--- src/rtl/prwd_pkg.sv ---
// ---------------------------------------------------------------------------
// prwd_pkg
// Types, codes and helpers shared by the readout word decoder modules.
// ---------------------------------------------------------------------------
package prwd_pkg;

	localparam int QUEUE_DEPTH_DEF = 4;
	localparam int CFG_W           = 9;

	typedef enum logic [3:0] {
		KIND_HIT       = 4'd0,
		KIND_CHIP_TS   = 4'd1,
		KIND_TRIG_LOW  = 4'd2,
		KIND_TRIG_HIGH = 4'd3,
		KIND_TS_MID    = 4'd4,
		KIND_TS_LOW    = 4'd5,
		KIND_BUSY      = 4'd6,
		KIND_T0        = 4'd7,
		KIND_EMPTY     = 4'd8,
		KIND_LOCK      = 4'd9,
		KIND_LOCK_LOST = 4'd10,
		KIND_WEIRD     = 4'd11,
		KIND_UNKNOWN   = 4'd12
	} kind_t;

	localparam logic [7:0] MT_CHIP_TS   = 8'h40;
	localparam logic [7:0] MT_TRIG_LOW  = 8'h10;
	localparam logic [7:0] MT_TRIG_HIGH = 8'h30;
	localparam logic [7:0] MT_TS_MID    = 8'h20;
	localparam logic [7:0] MT_TS_LOW    = 8'h60;
	localparam logic [7:0] MT_BUSY      = 8'h02;
	localparam logic [7:0] MT_T0        = 8'h70;
	localparam logic [7:0] MT_EMPTY     = 8'h00;

	typedef struct packed {
		kind_t        kind;
		logic [5:0]   column;
		logic [8:0]   row;
		logic [63:0]  event_time;
		logic [5:0]   fine;
		logic [31:0]  trigger_number;
		logic         ovf_flag;
		logic         fragment_repaired;
	} item_t;

	typedef enum logic [1:0] {
		BK_IDLE = 2'd0,
		BK_DIV  = 2'd1,
		BK_FIN  = 2'd2
	} back_state_t;

	// each output bit is the parity of the gray bits at and above it
	function automatic logic [9:0] gray_to_bin(input logic [9:0] g);
		logic [9:0] b;
		for (int i = 0; i < 10; i++) begin
			b[i] = ^(g >> i);
		end
		return b;
	endfunction

endpackage

--- src/rtl/prwd_front.sv ---
// ---------------------------------------------------------------------------
// prwd_front
// Classifies readout words, keeps the time and trigger state, emits items.
// ---------------------------------------------------------------------------
module prwd_front (
	input  logic                 clk,
	input  logic                 arst_n,
	input  logic                 word_valid,
	input  logic [31:0]          word,
	output prwd_pkg::item_t      item
);

	logic [63:0] readout_q, board_q, top_q, mid_q;
	logic [23:0] low_q;
	logic        top_fresh_q, mid_fresh_q;
	logic [31:0] trig_q;

	logic [63:0] readout_d, board_d, top_d, mid_d;
	logic [23:0] low_d;
	logic        top_fresh_d, mid_fresh_d;
	logic [31:0] trig_d;

	logic [7:0]         mt;
	logic [10:0]        coarse;
	logic [9:0]         fine_bin;
	logic signed [12:0] hd;
	logic [16:0]        chip;
	logic signed [18:0] cd;
	logic [63:0]        x_mid;

	always_comb begin
		readout_d   = readout_q;
		board_d     = board_q;
		top_d       = top_q;
		mid_d       = mid_q;
		low_d       = low_q;
		top_fresh_d = top_fresh_q;
		mid_fresh_d = mid_fresh_q;
		trig_d      = trig_q;
		mt          = word[31:24];
		coarse      = {prwd_pkg::gray_to_bin(word[15:6]), 1'b0};
		fine_bin    = prwd_pkg::gray_to_bin({4'd0, word[5:0]});
		hd          = $signed({2'b00, coarse}) - $signed({2'b00, readout_q[10:0]});
		chip        = {word[23:8], 1'b0};
		cd          = $signed({2'b00, chip}) - $signed({2'b00, board_q[16:0]});
		x_mid       = {16'd0, word[23:0], 24'd0};

		item                   = '0;
		item.kind              = prwd_pkg::KIND_UNKNOWN;

		if (word[31]) begin
			if (hd > 13'sd511) begin
				hd = hd - 13'sd2048;
			end else if (hd < -13'sd1537) begin
				hd = hd + 13'sd2048;
			end
			item.kind       = prwd_pkg::KIND_HIT;
			item.row        = word[24:16];
			item.column     = word[30:25];
			item.fine       = fine_bin[5:0];
			item.event_time = readout_q + {{51{hd[12]}}, hd};
		end else begin
			item.ovf_flag = ((mt & 8'hF3) == 8'h01);
			unique case (mt)
				prwd_pkg::MT_CHIP_TS: begin
					if (cd > 19'sd65536) begin
						cd = cd - 19'sd131072;
					end else if (cd < -19'sd4096) begin
						cd = cd + 19'sd131072;
					end
					readout_d       = board_q + {{45{cd[18]}}, cd};
					item.event_time = readout_d;
					item.kind       = prwd_pkg::KIND_CHIP_TS;
				end
				prwd_pkg::MT_TRIG_LOW: begin
					trig_d    = {8'd0, word[23:0]};
					item.kind = prwd_pkg::KIND_TRIG_LOW;
				end
				prwd_pkg::MT_TRIG_HIGH: begin
					trig_d      = trig_q | {word[23:16], 24'd0};
					top_d       = {word[15:0], 48'd0};
					top_fresh_d = 1'b1;
					item.kind   = prwd_pkg::KIND_TRIG_HIGH;
				end
				prwd_pkg::MT_TS_MID: begin
					if (!top_fresh_q && x_mid < mid_q) begin
						top_d                  = top_q + 64'h0001_0000_0000_0000;
						item.fragment_repaired = 1'b1;
					end
					top_fresh_d = 1'b0;
					mid_fresh_d = 1'b1;
					mid_d       = x_mid;
					item.kind   = prwd_pkg::KIND_TS_MID;
				end
				prwd_pkg::MT_TS_LOW: begin
					if (!mid_fresh_q && word[23:0] < low_q) begin
						mid_d                  = mid_q + 64'h0000_0000_0100_0000;
						item.fragment_repaired = 1'b1;
					end
					mid_fresh_d     = 1'b0;
					low_d           = word[23:0];
					board_d         = top_q | mid_d | {40'd0, word[23:0]};
					item.event_time = board_d;
					item.kind       = prwd_pkg::KIND_TS_LOW;
				end
				prwd_pkg::MT_BUSY:  item.kind = prwd_pkg::KIND_BUSY;
				prwd_pkg::MT_T0:    item.kind = prwd_pkg::KIND_T0;
				prwd_pkg::MT_EMPTY: item.kind = prwd_pkg::KIND_EMPTY;
				default: begin
					if ((mt & 8'hF2) != 8'h00) begin
						item.kind = prwd_pkg::KIND_UNKNOWN;
					end else if ((mt & 8'hFE) == 8'h08) begin
						item.kind = prwd_pkg::KIND_LOCK;
					end else if ((mt & 8'hFE) == 8'h0C) begin
						item.kind = prwd_pkg::KIND_LOCK_LOST;
					end else if ((mt & 8'hFE) == 8'h04) begin
						item.kind = prwd_pkg::KIND_WEIRD;
					end else begin
						item.kind = prwd_pkg::KIND_UNKNOWN;
					end
				end
			endcase
		end
		item.trigger_number = trig_d;
	end

	always_ff @(posedge clk or negedge arst_n) begin
		if (!arst_n) begin
			readout_q   <= '0;
			board_q     <= '0;
			top_q       <= '0;
			mid_q       <= '0;
			low_q       <= '0;
			top_fresh_q <= 1'b1;
			mid_fresh_q <= 1'b1;
			trig_q      <= '0;
		end else if (word_valid) begin
			readout_q   <= readout_d;
			board_q     <= board_d;
			top_q       <= top_d;
			mid_q       <= mid_d;
			low_q       <= low_d;
			top_fresh_q <= top_fresh_d;
			mid_fresh_q <= mid_fresh_d;
			trig_q      <= trig_d;
		end
	end

endmodule

--- src/rtl/prwd_fifo.sv ---
// ---------------------------------------------------------------------------
// prwd_fifo
// Short item queue between front and back, fall-through read.
// ---------------------------------------------------------------------------
module prwd_fifo #(
	parameter int DEPTH = prwd_pkg::QUEUE_DEPTH_DEF
) (
	input  logic            clk,
	input  logic            arst_n,
	input  logic            push,
	input  prwd_pkg::item_t push_item,
	output logic            full,
	input  logic            pop,
	output logic            empty,
	output prwd_pkg::item_t head
);

	localparam int PW = (DEPTH > 1) ? $clog2(DEPTH) : 1;
	localparam int CW = $clog2(DEPTH + 1);

	prwd_pkg::item_t mem_q [DEPTH];
	logic [PW-1:0]   wr_q, rd_q;
	logic [CW-1:0]   cnt_q;

	assign full  = (cnt_q == CW'(DEPTH));
	assign empty = (cnt_q == '0);
	assign head  = mem_q[rd_q];

	always_ff @(posedge clk) begin
		if (push) begin
			mem_q[wr_q] <= push_item;
		end
	end

	always_ff @(posedge clk or negedge arst_n) begin
		if (!arst_n) begin
			wr_q  <= '0;
			rd_q  <= '0;
			cnt_q <= '0;
		end else begin
			if (push) begin
				wr_q <= (wr_q == PW'(DEPTH - 1)) ? '0 : wr_q + 1'b1;
			end
			if (pop) begin
				rd_q <= (rd_q == PW'(DEPTH - 1)) ? '0 : rd_q + 1'b1;
			end
			if (push && !pop) begin
				cnt_q <= cnt_q + 1'b1;
			end else if (pop && !push) begin
				cnt_q <= cnt_q - 1'b1;
			end
		end
	end

endmodule

--- src/rtl/prwd_back.sv ---
// ---------------------------------------------------------------------------
// prwd_back
// Drains the queue; hits go through a bit-serial divider for time over
// threshold before the output register.
// ---------------------------------------------------------------------------
module prwd_back (
	input  logic                         clk,
	input  logic                         arst_n,
	input  logic [prwd_pkg::CFG_W-1:0]   divider,
	input  logic                         q_empty,
	input  prwd_pkg::item_t              q_head,
	output logic                         q_pop,
	output logic                         out_valid,
	input  logic                         out_ready,
	output prwd_pkg::item_t              out_item,
	output logic [5:0]                   out_tot
);

	prwd_pkg::back_state_t state_q, state_d;

	prwd_pkg::item_t            hold_q;
	logic [63:0]                dvd_q;
	logic [prwd_pkg::CFG_W-1:0] dsr_q;
	logic [prwd_pkg::CFG_W-1:0] rem_q;
	logic [5:0]                 quo_q;
	logic [5:0]                 cnt_q;
	logic                       ovalid_q;

	logic                     out_free;
	logic                     head_hit;
	logic                     load_div, load_direct, load_fin, step;
	logic [prwd_pkg::CFG_W:0] rem_sh;
	logic                     ge;

	assign out_free = !ovalid_q || out_ready;
	assign head_hit = (q_head.kind == prwd_pkg::KIND_HIT);
	assign rem_sh   = {rem_q, dvd_q[63]};
	assign ge       = (rem_sh >= {1'b0, dsr_q});

	always_comb begin
		state_d = state_q;
		unique case (state_q)
			prwd_pkg::BK_IDLE: if (!q_empty && head_hit) state_d = prwd_pkg::BK_DIV;
			prwd_pkg::BK_DIV:  if (cnt_q == 6'd63) state_d = prwd_pkg::BK_FIN;
			prwd_pkg::BK_FIN:  if (out_free) state_d = prwd_pkg::BK_IDLE;
			default:           state_d = prwd_pkg::BK_IDLE;
		endcase
	end

	always_comb begin
		load_div    = 1'b0;
		load_direct = 1'b0;
		load_fin    = 1'b0;
		step        = 1'b0;
		unique case (state_q)
			prwd_pkg::BK_IDLE: begin
				load_div    = !q_empty && head_hit;
				load_direct = !q_empty && !head_hit && out_free;
			end
			prwd_pkg::BK_DIV: step     = 1'b1;
			prwd_pkg::BK_FIN: load_fin = out_free;
			default: ;
		endcase
		q_pop = load_div || load_direct;
	end

	always_ff @(posedge clk or negedge arst_n) begin
		if (!arst_n) begin
			state_q  <= prwd_pkg::BK_IDLE;
			ovalid_q <= 1'b0;
			cnt_q    <= '0;
		end else begin
			state_q <= state_d;
			if (load_direct || load_fin) begin
				ovalid_q <= 1'b1;
			end else if (out_ready) begin
				ovalid_q <= 1'b0;
			end
			if (load_div) begin
				cnt_q <= '0;
			end else if (step) begin
				cnt_q <= cnt_q + 1'b1;
			end
		end
	end

	always_ff @(posedge clk) begin
		if (load_div) begin
			hold_q <= q_head;
			dvd_q  <= q_head.event_time;
			dsr_q  <= (divider == '0) ? prwd_pkg::CFG_W'(1) : divider;
			rem_q  <= '0;
			quo_q  <= '0;
		end else if (step) begin
			dvd_q <= {dvd_q[62:0], 1'b0};
			rem_q <= ge ? prwd_pkg::CFG_W'(rem_sh - {1'b0, dsr_q})
			            : rem_sh[prwd_pkg::CFG_W-1:0];
			quo_q <= {quo_q[4:0], ge};
		end
		if (load_direct) begin
			out_item <= q_head;
			out_tot  <= '0;
		end else if (load_fin) begin
			out_item <= hold_q;
			out_tot  <= hold_q.fine - quo_q;
		end
	end

	assign out_valid = ovalid_q;

endmodule

--- src/rtl/pixel_readout_word_decoder_core.sv ---
// Path: non-hit words pass through the item queue and the output register;
// hits go through load, the 64-step bit-serial divider and the output load.
// Throughput: one non-hit item per cycle unless the output stalls; a hit holds the
// back end to its output load, while the queue lets the front accept until it fills.
// Reset: asynchronous, active low; clears all time/trigger state, divider to 1.
// ---------------------------------------------------------------------------
// pixel_readout_word_decoder_core
// Top level: front classifier, item queue, back end with divider.
// ---------------------------------------------------------------------------
module pixel_readout_word_decoder_core #(
	parameter int QUEUE_DEPTH = prwd_pkg::QUEUE_DEPTH_DEF
) (
	input  logic                       clk,
	input  logic                       arst_n,
	input  logic                       s_tvalid,
	output logic                       s_tready,
	input  logic [31:0]                s_tdata,   // data_word
	output logic                       m_tvalid,
	input  logic                       m_tready,
	// column, row, event_time, over_threshold, trigger_number,
	// overflow flag, fragment_repaired, one pad bit
	output logic [119:0]               m_tdata,
	output logic [3:0]                 m_tuser,   // kind
	input  logic                       cfg_valid,
	output logic                       cfg_ready,
	input  logic [prwd_pkg::CFG_W-1:0] cfg_data   // tot_clock_divider
);

	logic [prwd_pkg::CFG_W-1:0] div_q;
	prwd_pkg::item_t            f_item, q_head, o_item;
	logic                       q_full, q_empty, q_pop, accept;
	logic [5:0]                 o_tot;

	assign cfg_ready = 1'b1;
	assign s_tready  = !q_full;
	assign accept    = s_tvalid && s_tready;

	always_ff @(posedge clk or negedge arst_n) begin
		if (!arst_n) begin
			div_q <= prwd_pkg::CFG_W'(1);
		end else if (cfg_valid) begin
			div_q <= cfg_data;
		end
	end

	prwd_front u_front (
		.clk        (clk),
		.arst_n     (arst_n),
		.word_valid (accept),
		.word       (s_tdata),
		.item       (f_item)
	);

	prwd_fifo #(.DEPTH(QUEUE_DEPTH)) u_fifo (
		.clk       (clk),
		.arst_n    (arst_n),
		.push      (accept),
		.push_item (f_item),
		.full      (q_full),
		.pop       (q_pop),
		.empty     (q_empty),
		.head      (q_head)
	);

	prwd_back u_back (
		.clk       (clk),
		.arst_n    (arst_n),
		.divider   (div_q),
		.q_empty   (q_empty),
		.q_head    (q_head),
		.q_pop     (q_pop),
		.out_valid (m_tvalid),
		.out_ready (m_tready),
		.out_item  (o_item),
		.out_tot   (o_tot)
	);

	assign m_tuser = o_item.kind;
	assign m_tdata = {1'b0, o_item.fragment_repaired, o_item.ovf_flag,
		o_item.trigger_number, o_tot, o_item.event_time, o_item.row, o_item.column};

endmodule

--- config.mk ---
export PLATFORM = sky130hd
export DESIGN_NAME = pixel_readout_word_decoder_core
export DESIGN_NICKNAME = d
export VERILOG_FILES = /design/src/rtl/prwd_pkg.sv /design/src/rtl/prwd_front.sv /design/src/rtl/prwd_fifo.sv /design/src/rtl/prwd_back.sv /design/src/rtl/pixel_readout_word_decoder_core.sv
export SDC_FILE = /design/constraint.sdc
export NUM_CORES = 2
export LEC_CHECK = 0
export BUFFER_PORTS_ARGS = -buffer_cell sky130_fd_sc_hd__buf_2
export CELL_PAD_IN_SITES_DETAIL_PLACEMENT = 1
export CELL_PAD_IN_SITES_GLOBAL_PLACEMENT = 1
export CORE_ASPECT_RATIO = 0.6
export CORE_MARGIN = 3
export CORE_UTILIZATION = 47
export CTS_CLUSTER_DIAMETER = 150
export DETAILED_ROUTE_END_ITERATION = 12
export GPL_ROUTABILITY_DRIVEN = 0
export HOLD_SLACK_MARGIN = 0.03
export PLACE_DENSITY_LB_ADDON = 0.3
export SKIP_LAST_GASP = 1
export SYNTH_ARGS = -nofsm -noshare
export SYNTH_HDL_FRONTEND = slang
export SYNTH_SLANG_ARGS = --single-unit
export TNS_END_PERCENT = 5
--- constraint.sdc ---
create_clock -name clk -period 8.4 [get_ports clk]
set_clock_uncertainty 0.05 [all_clocks]
set_input_delay 0.42 -clock clk [delete_from_list [all_inputs] [get_ports clk]]
set_output_delay 0.42 -clock clk [all_outputs]
set_load 0.02 [all_outputs]
[After elaboration in Yosys (flattened, before gate mapping)]
Memories as Yosys holds them, arrays and structs flattened.
Index checks and enable logic that the tools add are counted.
Storage, ports and cells
  register bits after elaboration: 673
  RAM bits: 492
  output and inout port bits: 127
  logic and storage cells: 192
  memories: 1
Operators by class
  add/sub/neg operators: 17
  magnitude comparators: 7
  equal/unequal tests: 21
  multiplexer cells: 54
  bitwise operators: 4
  reductions and logical operators: 53
Memory list
  u_fifo.mem_q: depth 4, bits a word 123, rd ports 1, clocked after memory_dff 0, write ports 1, RTL line prwd_fifo.sv:21  | prwd_pkg::item_t mem_q [DEPTH];
Operator list (count)
  $mux W64: 7
  $pmux W64 S2: 3
  $mux W123: 2
  $reduce_xor A10 Y1: 16
  $add A64 B64 Y64: 2
  $mux W19: 4
  $add A64 B25 Y64 const B: 1
  $add A64 B49 Y64 const B: 1
  $lt A48 B64 Y1: 1
  $or A64 B24 Y64: 1
  $or A64 B64 Y64: 1
  $pmux W32 S2: 1
  $mux W13: 3
  $mux W32: 1
  $or A32 B32 Y32: 1
  $pmux W4 S8: 1
  $eq A8 B7 Y1 const B: 3
  $lt A24 B24 Y1: 1
  $add A19 B19 Y19 const B: 1
  $gt A19 B18 Y1 const B: 1
  $lt A19 B13 Y1 const B: 1
  $sub A19 B19 Y19 const B: 1
  $mux W6: 3
  $sub A17 B17 Y18: 1
  44 further kinds: 98

[Depth between registers and ports, before layout]
An unclocked memory read counts as a cell.
  depth in word-level cells: 10
  mapped depth: 31
  mapped depth without buffers: 30

[By module]
Synthesis repeated with hierarchy kept, for this count alone.
Second synthesis, totals
  cell total of the unflattened synthesis: 4377
  area total of the unflattened synthesis: 54255.8 um2
By module, submodules not included
  prwd_front: times used 1, cells an instance 2783, area each 21931.0 um2, seq. area each 6033.3 um2
  prwd_fifo: times used 1, cells an instance 680, area each 18137.4 um2, seq. area each 14949.3 um2
  prwd_back: times used 1, cells an instance 889, area each 13782.0 um2, seq. area each 10224.8 um2
  pixel_readout_word_decoder_core: times used 1, cells an instance 25, area each 405.4 um2, seq. area each 226.5 um2

[Least setup slack after synthesis]
No wires, ideal clock.
  path kind: input port to flip-flop
  from: in s_tdata[15]
  to: mem u_fifo.mem_q[0][96] (netlist bit), data pin
  setup time: 0.278 ns
  arrival time: 8.024 ns
  required time: 8.072 ns
  setup slack: 0.048 ns
  stages: 29
  path through: xor2_1 xnor2_1 xor2_1 xor2_1 xor2_1 xor2_1 xor2_1 xor2_1 xnor2_1 ha_1 o21a_1 nor2_1 o21ba_2 o21ai_0 o41ai_1 xnor2_1 nand4b_1 ha_1 a21oi_1 o22ai_1 o41ai_1 nand2_1 a311oi_2 nor4_2 o21bai_2 a211oi_2 and4_4 o311a_1 or3_1
RTL lines
  from (decl): RTL line pixel_readout_word_decoder_core.sv:17  | input logic [31:0] s_tdata,
  to (decl): RTL line prwd_fifo.sv:21

==> results.toml <==
[floorplanning]
dieArea_mm2 = 0.118
row_count = 95
dieHeight_um = 267
pin_count = 173
core_mm2 = 0.112
die_x_um = 441
initial_utilization_pct = 47.6

[critical_path]
crit_required_ns = 8.76
arrival_ns = 7.86
slowest_delay_ns = 0.64
path_buf_inv = 5
endpoint_kind = "register"
crit_type = "primary input to register"
worstPathMaxFanout = 51
cp-start-kind = "primary input"
crit_family = "simple AND/OR/NAND/NOR gates"
cp_common_cell = "xor2_1"
worst_path_max_delay_cell = "or4_1"

[clocking]
numCtsBuffers = 101
clkLatencyLatePin_ns = 0.73
cts_max_level = 3
root_buffer = "clkbuf_16"
clk_path_buf_depth = 3
cts_resized = 0
cts_hold_buffers = 16
numClockSinks = 1092
postCtsSetupRepairBufs = 0
cts.clk_slew.worst_paths_ns = 0.06
cts_tree = "yes"

[drt]
routed_wl_um = 164000
ant_nets = 0
vias = 37100
first_iter_violations = 3824
drc = 0
firstDrtPassIters = 5
via_per_inst = 6.16
wire_per_inst_um = 27.3

[place]
place_hpwl_um = 114000
dp_cells = 5804
numPortBuffers = 170

[flow_run]
maxCapViolations = 0

[power]
max-vdd-ir-drop_mv = 0.186
total_leakage_power_nw = 23.3
pwr_density_cell_mw_per_mm2 = 312

[finish]
nFillCells = 11400
stdcell_count = 6014
nNetsFinal = 4695
syn_to_final_growth_pct = 11.6
drive_gt1_share_pct = 17.9

[status]
status = "finished, final reports clean"

[synthesis]
syn_nets = 4508
synthArstFlopShare_pct = 24.4
synthFlopType = "edfxtp_1"
yosys_warnings = 0
synth_seq_cells = 1092
synth_cell_types = 102
synthesis.area_mm2 = 0.0535
ys_seq_area_share_pct = 58.5
synth-edff-count = 805
syn-instance-count = 4233
syn_avg_cell_area_um2 = 12.6

[sta]
fin_crit_ns = 7.49
worst_pin_slew_ns = 1.18
slew_headroom_pct = 21.5
fin_tns_setup_ns = 0
hold_viol = 0
period_share_pct = 89.2
setup_viol = 0
slew_viol_final = 0
fmax_ghz = 0.133
rsz0062_at_grt = "no"

[global_route]
antenna_found_initial = 7
grt_use_total_pct = 27.7
overflow = 0
grt_pass1_vias = 37200
grt_pass1_wl_um = 246000
grt_max_degree = 128

[hold_path]
hp-class = "primary input to register"
## flip-flops by register name, indices dropped and copies added (netlist names), 2 cells and up
signal and count:
u_back.dvd_q 64, u_front.low_q 24, u_back.dsr_q 9, u_back.rem_q 9
u_back.cnt_q 6, u_back.out_item 117, u_fifo.cnt_q 3, u_front.trig_q 32
u_fifo.wr_q 2, u_fifo.rd_q 2, u_front.board_q 64, u_front.top_q 16
u_back.state_q 2, u_back.out_tot 6, u_front.readout_q 63, u_back.quo_q 6
u_fifo.mem_q 492, u_front.mid_q 40, div_q 9, u_back.hold_q 123
## layer usage
metal  global-route usage, %  vias to the layer above  routed length, um
li1                        -                    16300                  -
met1                    43.0                    19100              76400
met2                    39.4                     1488              68800
met3                    6.52                      199              15500
met4                    6.42                        0               3510
met5                       0                        -                  0
## cell type report
type                    count  area (um2)  area share (%)
clock buffers             149        2870            4.81
well taps                1503        1880            3.15
flip-flops and latches   1092       31300            52.4
multi-input cells        2779       20900            35.0
clock inverters            40         350           0.587
inverters                 165         619            1.04
diodes                      5        12.5          0.0210
repair buffers            281        1770            2.97
## synth_stat cells (25+ instances only)
master    instances  area share, %
ha_1            223            5.2
a21oi_1         231            2.2
o22ai_1          34           0.40
o21ai_0         245            2.3
a21o_1           88            1.2
dfrtp_1         263             12
nor3_1           66           0.62
nand2b_1         29           0.34
and2_1           25           0.29
nand3_1          75           0.70
and3_1           35           0.41
nand4_1          47           0.55
xor2_1           73            1.2
xnor2_1         127            2.1
a31oi_1          41           0.48
buf_1            28           0.20
o31ai_1          26           0.37
edfxtp_1        805             45
mux4_2          123            5.2
nor2b_1          26           0.30
clkbuf_1        142            1.0
nand2_1         484            3.4
mux2_2          212            4.5
inv_1           164            1.2
nor2_1          201            1.4
## final timing paths
kind / startpoint / depth (start not counted) / slack, ns / end
worst max register to register: u_front.board_q[1] / 22 / 1.17 / u_fifo.mem_q[1][98]
worst max-delay path: s_tdata[15] / 32 / 0.91 / u_fifo.mem_q[3][102]
worst min register to register: u_back.rem_q[8] / 1 / 0.43 / u_back.rem_q[8]
worst min-delay path: cfg_valid / 2 / 0.08 / div_q[2]
max in group asynchronous: arst_n / 3 / 6.59 / u_front.readout_q[22]
min in group asynchronous: arst_n / 2 / 0.26 / u_fifo.cnt_q[2]
## cell families (layout without fill, tap and decap cells)
family / Yosys count / after routing / share of synthesized area [%]
DFF: 1092 / 1092 / 58.5
and+or+nand+nor: 1064 / 1064 / 9.04
AOI/OAI and AO/OA: 934 / 934 / 11.2
buffers and inverters: 362 / 635 / 2.69
muxes: 350 / 350 / 9.93
adders and majority gates: 229 / 229 / 5.44
xor gates and xnor gates: 200 / 200 / 3.28
other: 2 / 7 / 0.0140
## where the power goes
group	switching [mW]	internal [mW]	total, mW	leakage [nW]
combinational	3.78	2.21	5.99	10.7
sequential	0.477	7.57	8.05	11.0
clock	2.11	2.45	4.55	1.56
## cell usage in the layout, fill, tap and decap left out, drive strengths merged, types with 67 or more instances in the layout
cell | synthesis | final
xnor2 | 127 | 127
mux4 | 123 | 123
dfrtp | 263 | 263
xor2 | 73 | 73
a21o | 92 | 92
a21oi | 232 | 232
nor3 | 67 | 67
nand3 | 75 | 75
mux2 | 212 | 212
inv | 165 | 167
edfxtp | 805 | 805
buf | 50 | 265
nand2 | 484 | 484
nor2 | 201 | 201
clkbuf | 146 | 149
ha | 223 | 223
o21ai | 261 | 261
## per-stage QoR
stage                     utilization, %  setup WS, ns  hold slack (ns)  cell area [um2]  total power [mW]
final                               53.0         0.907           0.0827            59600              18.6
after global routing                53.0         0.276           0.0655            59600              19.5
after CTS                           53.0         0.925           0.0315            59600              18.7
after detailed placement            50.0         0.205            0.415            56300              14.1
after global placement              50.0         0.458            0.407            56300              13.8
after floorplan                        -        0.0480           0.0744            53500              12.0
## worst register-to-register path, delay by kind of cell (launching register included)
| family | cells | cell delay (ns) |
|---|---|---|
| buffers and inverters | 1 | 0.10 |
| AO/OA/AOI/OAI | 9 | 2.78 |
| adder cells (fa/ha/maj) | 2 | 0.98 |
| flip-flops | 1 | 0.38 |
| AND/OR/NAND/NOR | 8 | 2.39 |
| XOR/XNOR | 2 | 0.29 |
Power figures use the tool's default switching activity.
